File: src/rtl/sbd_pkg.sv
// Shared types, constants and the CRC-16 byte step for the servo-bus deframer.
// Used by every module of the block; depends on nothing.
`default_nettype none

package sbd_pkg;

  // Longest raw payload that a packet may carry before it is flagged.
  localparam int unsigned MAX_PAYLOAD = 1024;

  // Depth of the queue between the byte classifier and the packet engine.
  localparam int unsigned QUEUE_DEPTH = 4;
  localparam int unsigned QUEUE_AW    = $clog2(QUEUE_DEPTH);

  // Framing bytes, CRC polynomial and the status instruction reset value.
  localparam logic [7:0]  BYTE_FF     = 8'hFF;
  localparam logic [7:0]  BYTE_FD     = 8'hFD;
  localparam logic [7:0]  BYTE_00     = 8'h00;
  localparam logic [23:0] MARKER      = 24'hFFFFFD;
  localparam logic [15:0] CRC_POLY    = 16'h8005;
  localparam logic [7:0]  STATUS_INIT = 8'd85;

  // Packet engine phases.
  typedef enum logic [2:0] {
    PH_HUNT   = 3'd0,
    PH_FIELDS = 3'd1,
    PH_ERROR  = 3'd2,
    PH_DATA   = 3'd3,
    PH_CHECK  = 3'd4
  } phase_t;

  // Result kinds carried on the output user field.
  typedef enum logic [1:0] {
    KIND_DATA     = 2'd0,
    KIND_OK       = 2'd1,
    KIND_MISMATCH = 2'd2,
    KIND_OVERFLOW = 2'd3
  } kind_t;

  // Header and body field positions inside the fields phase.
  localparam logic [1:0] FLD_ID    = 2'd0;
  localparam logic [1:0] FLD_LEN_L = 2'd1;
  localparam logic [1:0] FLD_LEN_H = 2'd2;
  localparam logic [1:0] FLD_INSTR = 2'd3;

  // One classified byte as it travels through the queue.
  typedef struct packed {
    logic [7:0] data;
    logic       after_marker;
  } rx_entry_t;

  // CRC-16, MSB first, one byte folded in.
  function automatic logic [15:0] crc_byte(input logic [15:0] crc, input logic [7:0] b);
    logic [15:0] c;
    c = crc ^ {b, 8'h00};
    for (int i = 0; i < 8; i++) begin
      if (c[15]) begin
        c = {c[14:0], 1'b0} ^ CRC_POLY;
      end else begin
        c = {c[14:0], 1'b0};
      end
    end
    return c;
  endfunction

  // CRC after the header FF FF FD 00, starting from zero.
  localparam logic [15:0] CRC_SEED =
    crc_byte(crc_byte(crc_byte(crc_byte(16'h0000, BYTE_FF), BYTE_FF), BYTE_FD), BYTE_00);

endpackage

`default_nettype wire

File: src/rtl/sbd_front.sv
// Input side of the deframer: accepts raw bytes and tags each with whether it
// follows the FF FF FD marker. Depends on sbd_pkg.
`default_nettype none

module sbd_front
  import sbd_pkg::*;
(
  input  wire logic      clk,
  input  wire logic      rst,
  input  wire logic      in_valid,
  output logic           in_ready,
  input  wire logic [7:0] in_data,
  output logic           push,
  output rx_entry_t      push_entry,
  input  wire logic      queue_full
);

  // Three most recent bytes, newest in the low byte.
  logic [23:0] recent_bytes;

  assign in_ready = !queue_full && !rst;
  assign push     = in_valid && in_ready;

  // Classification of the byte entering now.
  always_comb begin
    push_entry.data         = in_data;
    push_entry.after_marker = (recent_bytes == MARKER);
  end

  // Every accepted byte shifts into the history.
  always_ff @(posedge clk) begin
    if (rst) begin
      recent_bytes <= '0;
    end else if (push) begin
      recent_bytes <= {recent_bytes[15:0], in_data};
    end
  end

endmodule

`default_nettype wire

File: src/rtl/sbd_queue.sv
// Short FIFO that decouples the byte classifier from the packet engine.
// Depends on sbd_pkg for the entry type and depth.
`default_nettype none

module sbd_queue
  import sbd_pkg::*;
(
  input  wire logic      clk,
  input  wire logic      rst,
  input  wire logic      push,
  input  wire rx_entry_t push_entry,
  output logic           full,
  output logic           pop_valid,
  input  wire logic      pop,
  output rx_entry_t      pop_entry
);

  rx_entry_t             mem [QUEUE_DEPTH];
  logic [QUEUE_AW-1:0]   wr_ptr;
  logic [QUEUE_AW-1:0]   rd_ptr;
  logic [QUEUE_AW:0]     count;

  assign full      = (count == (QUEUE_AW+1)'(QUEUE_DEPTH));
  assign pop_valid = (count != '0);
  assign pop_entry = mem[rd_ptr];

  // Storage is written at the tail; no reset needed for payload.
  always_ff @(posedge clk) begin
    if (push) begin
      mem[wr_ptr] <= push_entry;
    end
  end

  // Pointers and fill count.
  always_ff @(posedge clk) begin
    if (rst) begin
      wr_ptr <= '0;
      rd_ptr <= '0;
      count  <= '0;
    end else begin
      if (push) begin
        wr_ptr <= wr_ptr + 1'b1;
      end
      if (pop) begin
        rd_ptr <= rd_ptr + 1'b1;
      end
      if (push && !pop) begin
        count <= count + 1'b1;
      end else if (pop && !push) begin
        count <= count - 1'b1;
      end
    end
  end

endmodule

`default_nettype wire

File: src/rtl/sbd_back.sv
// Packet engine: walks the frame fields, keeps the running CRC and holds the
// result in an output register. Depends on sbd_pkg.
`default_nettype none

module sbd_back
  import sbd_pkg::*;
(
  input  wire logic        clk,
  input  wire logic        rst,
  input  wire logic        cfg_valid,
  output logic             cfg_ready,
  input  wire logic [7:0]  cfg_data,
  input  wire logic        q_valid,
  output logic             q_pop,
  input  wire rx_entry_t   q_entry,
  output logic             out_valid,
  input  wire logic        out_ready,
  output logic [1:0]       out_kind,
  output logic [63:0]      out_data
);

  logic [7:0]  status_instruction;

  phase_t      phase, phase_next;
  logic [15:0] crc_acc, crc_next;
  logic [1:0]  field_count, field_count_next;
  logic [7:0]  length_low, length_low_next;
  logic [7:0]  packet_id, packet_id_next;
  logic [7:0]  packet_instruction, packet_instruction_next;
  logic [7:0]  packet_error, packet_error_next;
  logic [15:0] raw_remaining, raw_remaining_next;
  logic [7:0]  checksum_low, checksum_low_next;

  logic        emit;
  kind_t       emit_kind;
  logic [7:0]  emit_data;
  logic [15:0] emit_rx;

  logic [7:0]  b;
  logic        stuffing;
  logic [15:0] crc_fed;
  logic [15:0] rx_word;
  logic [15:0] full_len;
  logic        is_status;
  logic [15:0] over;
  logic [15:0] payload_len;
  logic [15:0] rem_dec;

  assign cfg_ready = !rst;

  // Take a byte whenever the output register is free or being emptied.
  assign q_pop = q_valid && (!out_valid || out_ready);

  // Register written from the configuration channel.
  always_ff @(posedge clk) begin
    if (rst) begin
      status_instruction <= STATUS_INIT;
    end else if (cfg_valid && cfg_ready) begin
      status_instruction <= cfg_data;
    end
  end

  assign b           = q_entry.data;
  assign stuffing    = (b == BYTE_FD) && q_entry.after_marker;
  assign crc_fed     = crc_byte(crc_acc, b);
  assign rx_word     = {b, checksum_low};
  assign full_len    = {b, length_low};
  assign is_status   = (b == status_instruction);
  assign over        = is_status ? 16'd4 : 16'd3;
  assign payload_len = raw_remaining - over;
  assign rem_dec     = raw_remaining - 16'd1;

  // Next state of the frame walker for the byte at the queue head.
  always_comb begin
    phase_next              = phase;
    crc_next                = crc_acc;
    field_count_next        = field_count;
    length_low_next         = length_low;
    packet_id_next          = packet_id;
    packet_instruction_next = packet_instruction;
    packet_error_next       = packet_error;
    raw_remaining_next      = raw_remaining;
    checksum_low_next       = checksum_low;
    emit                    = 1'b0;
    emit_kind               = KIND_DATA;
    emit_data               = 8'h00;
    emit_rx                 = 16'h0000;
    unique case (phase)
      PH_FIELDS: begin
        crc_next = crc_fed;
        if (!stuffing) begin
          unique case (field_count)
            FLD_ID: begin
              packet_id_next   = b;
              field_count_next = FLD_LEN_L;
            end
            FLD_LEN_L: begin
              length_low_next  = b;
              field_count_next = FLD_LEN_H;
            end
            FLD_LEN_H: begin
              raw_remaining_next = full_len;
              field_count_next   = FLD_INSTR;
            end
            default: begin
              packet_instruction_next = b;
              field_count_next        = FLD_ID;
              if (raw_remaining < over) begin
                // Length field too small for the fixed fields.
                phase_next = PH_HUNT;
                emit       = 1'b1;
                emit_kind  = KIND_OVERFLOW;
              end else begin
                raw_remaining_next = payload_len;
                if (is_status) begin
                  phase_next = PH_ERROR;
                end else if (payload_len > 16'(MAX_PAYLOAD)) begin
                  phase_next = PH_HUNT;
                  emit       = 1'b1;
                  emit_kind  = KIND_OVERFLOW;
                end else begin
                  phase_next = (payload_len == '0) ? PH_CHECK : PH_DATA;
                end
              end
            end
          endcase
        end
      end
      PH_ERROR: begin
        crc_next = crc_fed;
        if (!stuffing) begin
          packet_error_next = b;
          if (raw_remaining > 16'(MAX_PAYLOAD)) begin
            phase_next = PH_HUNT;
            emit       = 1'b1;
            emit_kind  = KIND_OVERFLOW;
          end else begin
            field_count_next = FLD_ID;
            phase_next       = (raw_remaining == '0) ? PH_CHECK : PH_DATA;
          end
        end
      end
      PH_DATA: begin
        crc_next           = crc_fed;
        raw_remaining_next = rem_dec;
        if (rem_dec == '0) begin
          field_count_next = FLD_ID;
          phase_next       = PH_CHECK;
        end
        if (!stuffing) begin
          emit      = 1'b1;
          emit_kind = KIND_DATA;
          emit_data = b;
        end
      end
      PH_CHECK: begin
        if (field_count == FLD_ID) begin
          checksum_low_next = b;
          field_count_next  = FLD_LEN_L;
        end else begin
          field_count_next = FLD_ID;
          phase_next       = PH_HUNT;
          emit             = 1'b1;
          emit_kind        = (rx_word == crc_acc) ? KIND_OK : KIND_MISMATCH;
          emit_rx          = rx_word;
        end
      end
      default: begin
        phase_next = PH_HUNT;
        if ((b == BYTE_00) && q_entry.after_marker) begin
          crc_next          = CRC_SEED;
          packet_error_next = 8'h00;
          field_count_next  = FLD_ID;
          phase_next        = PH_FIELDS;
        end
      end
    endcase
  end

  // Frame state registers.
  always_ff @(posedge clk) begin
    if (rst) begin
      phase              <= PH_HUNT;
      crc_acc            <= '0;
      field_count        <= '0;
      length_low         <= '0;
      packet_id          <= '0;
      packet_instruction <= '0;
      packet_error       <= '0;
      raw_remaining      <= '0;
      checksum_low       <= '0;
    end else if (q_pop) begin
      phase              <= phase_next;
      crc_acc            <= crc_next;
      field_count        <= field_count_next;
      length_low         <= length_low_next;
      packet_id          <= packet_id_next;
      packet_instruction <= packet_instruction_next;
      packet_error       <= packet_error_next;
      raw_remaining      <= raw_remaining_next;
      checksum_low       <= checksum_low_next;
    end
  end

  // Output register control.
  always_ff @(posedge clk) begin
    if (rst) begin
      out_valid <= 1'b0;
    end else if (q_pop && emit) begin
      out_valid <= 1'b1;
    end else if (out_ready) begin
      out_valid <= 1'b0;
    end
  end

  // Output payload, loaded with the post-byte packet fields.
  always_ff @(posedge clk) begin
    if (q_pop && emit) begin
      out_kind <= emit_kind;
      out_data <= {crc_next, emit_rx, packet_error_next, packet_instruction_next,
                   packet_id_next, emit_data};
    end
  end

  // A payload phase always has bytes left to take.
  a_data_nonzero: assert property (@(posedge clk) disable iff (rst)
    phase == PH_DATA |-> raw_remaining != '0)
    else $error("payload phase with no bytes remaining");

  // The payload count never exceeds the limit once the payload starts.
  a_data_bounded: assert property (@(posedge clk) disable iff (rst)
    (phase == PH_DATA || phase == PH_CHECK) |-> raw_remaining <= 16'(MAX_PAYLOAD))
    else $error("payload count above limit");

  // A checksum verdict always returns the engine to the hunt.
  a_verdict_hunt: assert property (@(posedge clk) disable iff (rst)
    (q_pop && emit && (emit_kind == KIND_OK || emit_kind == KIND_MISMATCH))
      |=> phase == PH_HUNT)
    else $error("checksum verdict did not restart the hunt");

  // No byte is consumed while a result is stuck in the output register.
  a_no_overrun: assert property (@(posedge clk) disable iff (rst)
    (out_valid && !out_ready) |=> !$past(q_pop))
    else $error("byte consumed while output stalled");

endmodule

`default_nettype wire

File: src/rtl/servo_bus_packet_deframer.sv
// Top level of the servo-bus packet deframer: classifier, queue and engine.
// Depends on sbd_pkg, sbd_front, sbd_queue and sbd_back.
//
// The block takes one received byte per transaction on the slave stream and
// sustains one byte per clock cycle: the engine folds a byte into its CRC-16
// (poly 0x8005, zero start) with a combinational byte step, so nothing but
// output back-pressure slows it. A byte is written into the four-entry queue
// at the edge that accepts it; the engine loads its result into the result
// register when it pops the byte, which it holds off while an unaccepted
// result sits there. Each byte yields at most one result: a payload byte,
// packet ok, checksum mismatch or length overflow. Bytes that form the header
// FF FF FD 00 or stuffing bytes produce no result. The status instruction
// register may be written at any time the block is idle and applies from the
// next instruction byte on.
`default_nettype none

module servo_bus_packet_deframer
  import sbd_pkg::*;
(
  input  wire logic        clk,
  input  wire logic        rst,
  // Configuration: status_instruction.
  input  wire logic        cfg_valid,
  output logic             cfg_ready,
  input  wire logic [7:0]  cfg_data,
  // Input bytes.
  input  wire logic        s_axis_tvalid,
  output logic             s_axis_tready,
  input  wire logic [7:0]  s_axis_tdata,   // [7:0] in_byte
  // Results.
  output logic             m_axis_tvalid,
  input  wire logic        m_axis_tready,
  output logic [63:0]      m_axis_tdata,   // [7:0] data_byte, [15:8] node id,
                                           // [23:16] instruction, [31:24] error_code,
                                           // [47:32] received_crc, [63:48] computed_crc
  output logic [1:0]       m_axis_tuser    // [1:0] kind
);

  logic      push;
  rx_entry_t push_entry;
  logic      queue_full;
  logic      q_valid;
  logic      q_pop;
  rx_entry_t q_entry;

  // Byte classifier.
  sbd_front u_front (
    .clk        (clk),
    .rst        (rst),
    .in_valid   (s_axis_tvalid),
    .in_ready   (s_axis_tready),
    .in_data    (s_axis_tdata),
    .push       (push),
    .push_entry (push_entry),
    .queue_full (queue_full)
  );

  // Decoupling queue.
  sbd_queue u_queue (
    .clk        (clk),
    .rst        (rst),
    .push       (push),
    .push_entry (push_entry),
    .full       (queue_full),
    .pop_valid  (q_valid),
    .pop        (q_pop),
    .pop_entry  (q_entry)
  );

  // Packet engine and result register.
  sbd_back u_back (
    .clk       (clk),
    .rst       (rst),
    .cfg_valid (cfg_valid),
    .cfg_ready (cfg_ready),
    .cfg_data  (cfg_data),
    .q_valid   (q_valid),
    .q_pop     (q_pop),
    .q_entry   (q_entry),
    .out_valid (m_axis_tvalid),
    .out_ready (m_axis_tready),
    .out_kind  (m_axis_tuser),
    .out_data  (m_axis_tdata)
  );

endmodule

`default_nettype wire
File: config.mk
export PLATFORM = sky130hd
export DESIGN_NAME = servo_bus_packet_deframer
export DESIGN_NICKNAME = d
export VERILOG_FILES = /design/src/rtl/sbd_pkg.sv /design/src/rtl/sbd_front.sv /design/src/rtl/sbd_queue.sv /design/src/rtl/sbd_back.sv /design/src/rtl/servo_bus_packet_deframer.sv
export SDC_FILE = /design/constraint.sdc
export NUM_CORES = 1
export LEC_CHECK = 0
export BUFFER_PORTS_ARGS = -buffer_cell sky130_fd_sc_hd__buf_2
export CELL_PAD_IN_SITES_DETAIL_PLACEMENT = 0
export CELL_PAD_IN_SITES_GLOBAL_PLACEMENT = 2
export CORE_AREA = 2 2 175 177
export CTS_CLUSTER_DIAMETER = 100
export DETAILED_ROUTE_END_ITERATION = 8
export DIE_AREA = 0 0 177 179
export PLACE_DENSITY = 0.77
export RECOVER_POWER = 100
export SETUP_SLACK_MARGIN = 0.05
export SLEW_MARGIN = 20
export SYNTH_ARGS = -nofsm -noshare
export SYNTH_HDL_FRONTEND = slang
export SYNTH_HIERARCHICAL = 1
export SYNTH_SLANG_ARGS = --single-unit
File: constraint.sdc
create_clock -name clk -period 22.5 [get_ports clk]
set_clock_uncertainty 0.1 [all_clocks]
set_input_delay 4.5 -clock clk [delete_from_list [all_inputs] [get_ports clk]]
set_output_delay 4.5 -clock clk [all_outputs]
set_load 0.005 [all_outputs]
==> results of run 1 <==
## sequential cells by signal, indices dropped and copies added (netlist names), 3 cells and up, named ones only
signal,count
u_back/out_data,64
u_queue/count,3
u_back/length_low,8
u_queue/mem,36
u_back/phase,3
u_back/packet_instruction,8
u_back/raw_remaining,16
u_back/checksum_low,8
u_front/recent_bytes,24
u_back/status_instruction,8
u_back/packet_error,8
u_back/crc_acc,16
u_back/packet_id,8
## critical path, cell delays in order
cell,delay [ns]
clkbuf_1,0.68
clkinv_1,0.57
buf_2,0.27
## layer usage
layer / GRT usage [%] / part of all wire (%) / vias up
met5: 0 / 0 / -
met1: 23.4 / 47 / 3614
li1: - / - / 3743
met4: 3.48 / 1.7 / 0
met3: 2.91 / 5.9 / 31
met2: 27.4 / 46 / 191
## through the flow
stage | instance area (um2) | cells
2_1_floorplan | 10300 | 1032
3_3_place_gp | 11000 | 1455
3_5_place_dp | 11000 | 1455
4_1_cts | 11900 | 1499
5_1_grt | 11700 | 1500
6_report | 11700 | 1500
## layout by cell type (no fill, tap or decap), types with 11 or more instances in the layout
cell type,netlist,layout
o21ai_0,54,59
xor2_1,17,17
nand4_1,15,16
mux2_1,0,11
clkbuf_16,0,25
mux2i_1,23,23
dfxtp_1,119,119
or3_1,10,11
xnor2_1,41,41
clkbuf_1,47,66
a21oi_1,70,70
inv_1,19,19
nor3_1,32,33
edfxtp_1,102,102
nand2b_1,27,27
nand3_1,19,19
nor2_1,88,87
buf_2,5,36
and2_0,0,18
nand2_1,145,145
ha_1,16,16
## worst paths after layout
check | start | cells after the start | to | slack [ns]
hold reg to reg | u_back/packet_id[6] | 2 | u_back/packet_id[6] | 0.35
setup / recovery | rst | 3 | cfg_ready | 11.87
hold / removal | u_back/packet_id[6] | 2 | u_back/packet_id[6] | 0.35
setup reg to reg | flip-flop | 15 | u_back/out_data[16] | 14.80
## layout make-up
type                    count  area, um2
well taps                 396        495
clock buffers              32        652
fillers                  3022      18300
clock inverters            12        183
multi-input cells         720       4460
repair buffers             99        429
inverters                  20       75.1
flip-flops and latches    221       5450
## where the power goes
| group | leakage (nW) | internal (mW) | switching [mW] |
|---|---|---|---|
| Clock | 0.395 | 0.252 | 0.162 |
| Sequential | 2.01 | 0.447 | 0.0235 |
| Combinational | 1.82 | 0.0959 | 0.167 |
| Total | 4.23 | 0.795 | 0.352 |
## cells by family (layout without fill, tap and decap cells)
group / after synthesis / in the layout
AOI/OAI and AO/OA: 195 / 195
xor gates and xnor gates: 59 / 59
adders and majority gates: 19 / 19
buffers and inverters: 91 / 163
DFF: 221 / 221
muxes: 44 / 44
and+or+nand+nor: 403 / 403
==> metrics.cfg, run 1 <==
[synthesis]
synth_simple_gate_area_share_pct=18.9
ys.flop_type=dfxtp_1
netlist_instances=1032
yosys-mux-area-fraction_pct=5.49
yosysSeqAreaShare_pct=52.7
async_reset_ff_share_pct=0
syn_nets=1071
synth.area.top_cells=edfxtp_1 30%, dfxtp_1 23%, nand2_1 5.3%
yosys-top-cells-count=145 x nand2_1, 119 x dfxtp_1, 102 x edfxtp_1
synth_cell_types=75
ys_ff_latch=221
yosysWarnings=6
synth_xor_area_share_pct=5.13
avgSynthCellArea_um2=10.0
yosys.cell_count.top_type=nand2_1
synth_top_cell_area_share_pct=29.6
yosysTopAreaCell=edfxtp_1
synth_area_um2=10300
synth_top_family_by_area=simple AND/OR/NAND/NOR gates
synth_compound_area_share_pct=11.4
synth_adder_area_share_pct=2.42
synth_edf_count=102

[clock_tree]
cts.sinks=221
cts_setup_buffers=0
ctsResizeCount=0
htree_levels=1
clk_pin_slew_ns=0.06
clock-root-buffer=clkbuf_16
cts_hold_buf=0
ctsLongestPathBuffers=3
cts_inserted_buffers=25
cts_tree=built
insertion_delay_ns=0.52

[final_layout]
areaGrowthSynthToFinish_pct=13.6
layout-drive-gt1-share_pct=9.33
insertedDiodeCount=0
postLayoutCoreUtil_pct=39.1
final_nets=1126

[global_route]
antenna_found_initial=0
grt_max_degree=92
overflow=0
grt_pass1_wl_um=41300
grt_util_all_layers_pct=16.8
grt_pass1_vias=7109

[place]
io_buffer_count=89
place_hpwl_um=17400
pre_cts_ws_ns=12.54
gp_congestion=0.854

[die]
dieHeight_um=179
core_area_um2=30000
io_pins=90
die_area_um2=31700
fp-row-count=64
start_util_pct=34.4
die_w_um=177

[power]
p_leak_nw=4.23
irDropWorstVdd_v=0.0000446
p_per_area_nw_per_um2=97.7
p_total_mw=1.15

[routing]
detail_route.wirelength_um=26500
drc=0
final_antenna_net_count=0
drt_first_pass_iters=5
drt-vias-per-instance=5.05
vias=7579
drt_first_iter_violations=557
wl_per_cell_um=17.7

[timing]
max_freq_mhz=94.0
rsz0062_at_grt=no
slew_viol_final=181
fin_crit_sh_pct=47.3
slew_headroom_pct=-186
fin_crit_ns=10.63
tns_ns=0
hold_viol_final=0
setup_violations=0
hold-worst-slack_ns=0.351
final.setup.worst_slack_ns=11.87
tightestPinTransition_ns=4.30

[worst_setup_path]
critPathMaxFanout=22
cp.arrival_ns=6.03
required_ns=17.90
setup.worst_path.end_class=output port
worstSetupPathType=in2out
startpoint_type=input pin

[run_status]
status=complete, but fails checks
violations=capacitance limit, slew limit

[hold_path]
hold_class=reg2reg

[job]
cap_viol_max_count=3

Power figures use the tool's default switching activity.
==> inputs of run 2 (changes only) <==
==> constraint.sdc (replaced) <==
create_clock -name clk -period 10.35 [get_ports clk]
set_clock_uncertainty 0.1 [all_clocks]
set_input_delay 2.07 -clock clk [delete_from_list [all_inputs] [get_ports clk]]
set_output_delay 2.07 -clock clk [all_outputs]
set_load 0.005 [all_outputs]
==> run 2 against run 1 <==
The run still ends with capacitance limit, slew limit left. Global-route usage increased by 0.66 points. Via count increased by 1.3%. Sequential power increased by 120%. Non-clock buffer count unchanged. Sequential share of layout area decreased by 0.39 points. Sequential cell count unchanged. Combinational power increased by 110%. Wire length increased by 4.3%. Power increased by 120%. Cell count increased by 0.27%. Critical endpoint unchanged. Largest cell class unchanged. Highest routed layer unchanged.
==> metrics.cfg, run 2 (same netlist as run 1, synthesis figures left out) <==
[routing]
wl_per_cell_um=18.4  ; +4.0%
vias=7679  ; +1.3%
drc=0  ; unchanged
detail_route.wirelength_um=27600  ; +4.3%
drt_first_pass_iters=5  ; unchanged
drt-vias-per-instance=5.11  ; +1.0%
final_antenna_net_count=0  ; unchanged
drt_first_iter_violations=533  ; -4.3%

[clock_tree]
htree_levels=1  ; unchanged
clock-root-buffer=clkbuf_16
clk_pin_slew_ns=0.06  ; about the same
cts.sinks=221  ; unchanged
cts_setup_buffers=0  ; unchanged
cts_hold_buf=0  ; unchanged
ctsResizeCount=0  ; unchanged
ctsLongestPathBuffers=3  ; unchanged
insertion_delay_ns=0.53  ; about the same
cts_tree=built
cts_inserted_buffers=26  ; +4.0%

[die]
fp-row-count=64  ; unchanged
die_area_um2=31700  ; unchanged
dieHeight_um=179  ; unchanged
die_w_um=177  ; unchanged
io_pins=90  ; unchanged
start_util_pct=34.4  ; unchanged
core_area_um2=30000  ; unchanged

[power]
irDropWorstVdd_v=0.000118  ; +160%
p_per_area_nw_per_um2=212  ; +120%
p_leak_nw=4.28  ; +1.2%

[worst_setup_path]
setup.worst_path.end_class=output port
startpoint_type=input pin
required_ns=8.18  ; -9.72 ns
setup.worst_path.start=rst
worstSetupPathType=in2out
cp.arrival_ns=4.06  ; -1.97 ns
critPathMaxFanout=27  ; +23%
reg2reg_to=u_back/out_data[27]
worstRegToRegCells=15  ; unchanged
regToRegSetupSlack_ns=4.40  ; -10.40 ns

[run_status]
violations=capacitance limit, slew limit
status=complete, but fails checks

[final_layout]
insertedDiodeCount=0  ; unchanged
reg_top3=u_back/out_data x64, u_queue/mem x36, u_front/recent_bytes x24
largest_reg_flops=64  ; unchanged
most-common-layout-cells=145 x nand2_1, 119 x dfxtp_1, 102 x edfxtp_1
areaGrowthSynthToFinish_pct=14.5
layout-drive-gt1-share_pct=10.0  ; +0.69 points
final_nets=1127  ; +0.089%
top_register=u_back/out_data
layout_commonest_cell=nand2_1

[timing]
fin_crit_sh_pct=60.2
slew_viol_final=177  ; -2.2%
max_freq_mhz=161
tightestPinTransition_ns=3.97  ; -0.328 ns
rsz0062_at_grt=no
setup_violations=0  ; unchanged
hold-worst-slack_ns=0.354  ; +0.00375 ns
tns_ns=0  ; unchanged
hold_viol_final=0  ; unchanged
fin_crit_ns=6.23
slew_headroom_pct=-165  ; +22 points

[hold_path]
holdPathStages=2  ; unchanged
hold_class=reg2reg
min_from=u_back/packet_id[7]
hold_end=u_back/packet_id[7]

[global_route]
overflow=0  ; unchanged
grt_pass1_wl_um=43100  ; +4.4%
grt_max_degree=87  ; -5.4%
grt_pass1_vias=7482  ; +5.2%
grt_util_all_layers_pct=17.4  ; +0.66 points
antenna_found_initial=0  ; unchanged

[place]
io_buffer_count=89  ; unchanged
gp_congestion=0.816  ; -4.4%
place_hpwl_um=18900  ; +8.2%

[job]
cap_viol_max_count=3  ; unchanged

-- run 2: cell count changes in the layout (fill, tap and decap cells not counted), moves of 2 or more --
cell	delta
clkbuf_16	+2
clkinv_4	-2
clkbuf_1	-4
clkinv_1	+2
buf_4	+4
clkbuf_8	+3
-- run 2: metrics by stage --
step           std cells  utilization (%)  power, mW  area (um2)  worst slack (ns)
2_1_floorplan       1032                -       1.45       10300              3.12
5_1_grt             1504             39.4       2.64       11800              3.68
3_5_place_dp        1456             36.8       1.59       11000              4.50
4_1_cts             1504             39.8       2.54       11900              4.48
6_report            1504             39.4       2.51       11800              4.12
3_3_place_gp        1456             36.8       1.59       11000              4.58
-- run 2: final cells by class --
| type | instances | area [um2] |
|---|---|---|
| clock inverter | 12 | 155 |
| tap | 396 | 495 |
| fill | 3036 | 18200 |
| multi-input combinational | 720 | 4490 |
| timing repair buffer | 99 | 442 |
| inverter | 20 | 75.1 |
| sequential | 221 | 5450 |
| clock buffer | 36 | 743 |
-- run 2: critical path: stages --
cell	delay [ns]
clkbuf_1	0.96
clkinv_1	0.71
buf_2	0.31
-- run 2: worst max-delay path by stage --
| stage | endpoint | cells after the start |
|---|---|---|
| 2_1_floorplan | u_back/out_data[0] | 18 |
| 3_3_place_gp | u_back/out_data[57] | 15 |
| 3_5_place_dp | u_back/out_data[37] | 15 |
| 4_1_cts | u_back/out_data[2] | 15 |
| 5_1_grt | u_front/recent_bytes[3] | 4 |
| 6_report | cfg_ready | 3 |
-- run 2: power breakdown --
group / internal, mW / switching [mW]
Combinational: 0.209 / 0.340
Sequential: 0.972 / 0.0497
Clock: 0.578 / 0.363
-- run 2: layer usage --
| metal | GRT usage [%] | wire length (um) | vias up |
|---|---|---|---|
| met5 | 0 | 0 | - |
| met4 | 4.92 | 642 | 0 |
| met3 | 3.01 | 1700 | 38 |
| met2 | 28.7 | 12800 | 199 |
| met1 | 23.6 | 12400 | 3692 |
| li1 | - | - | 3750 |
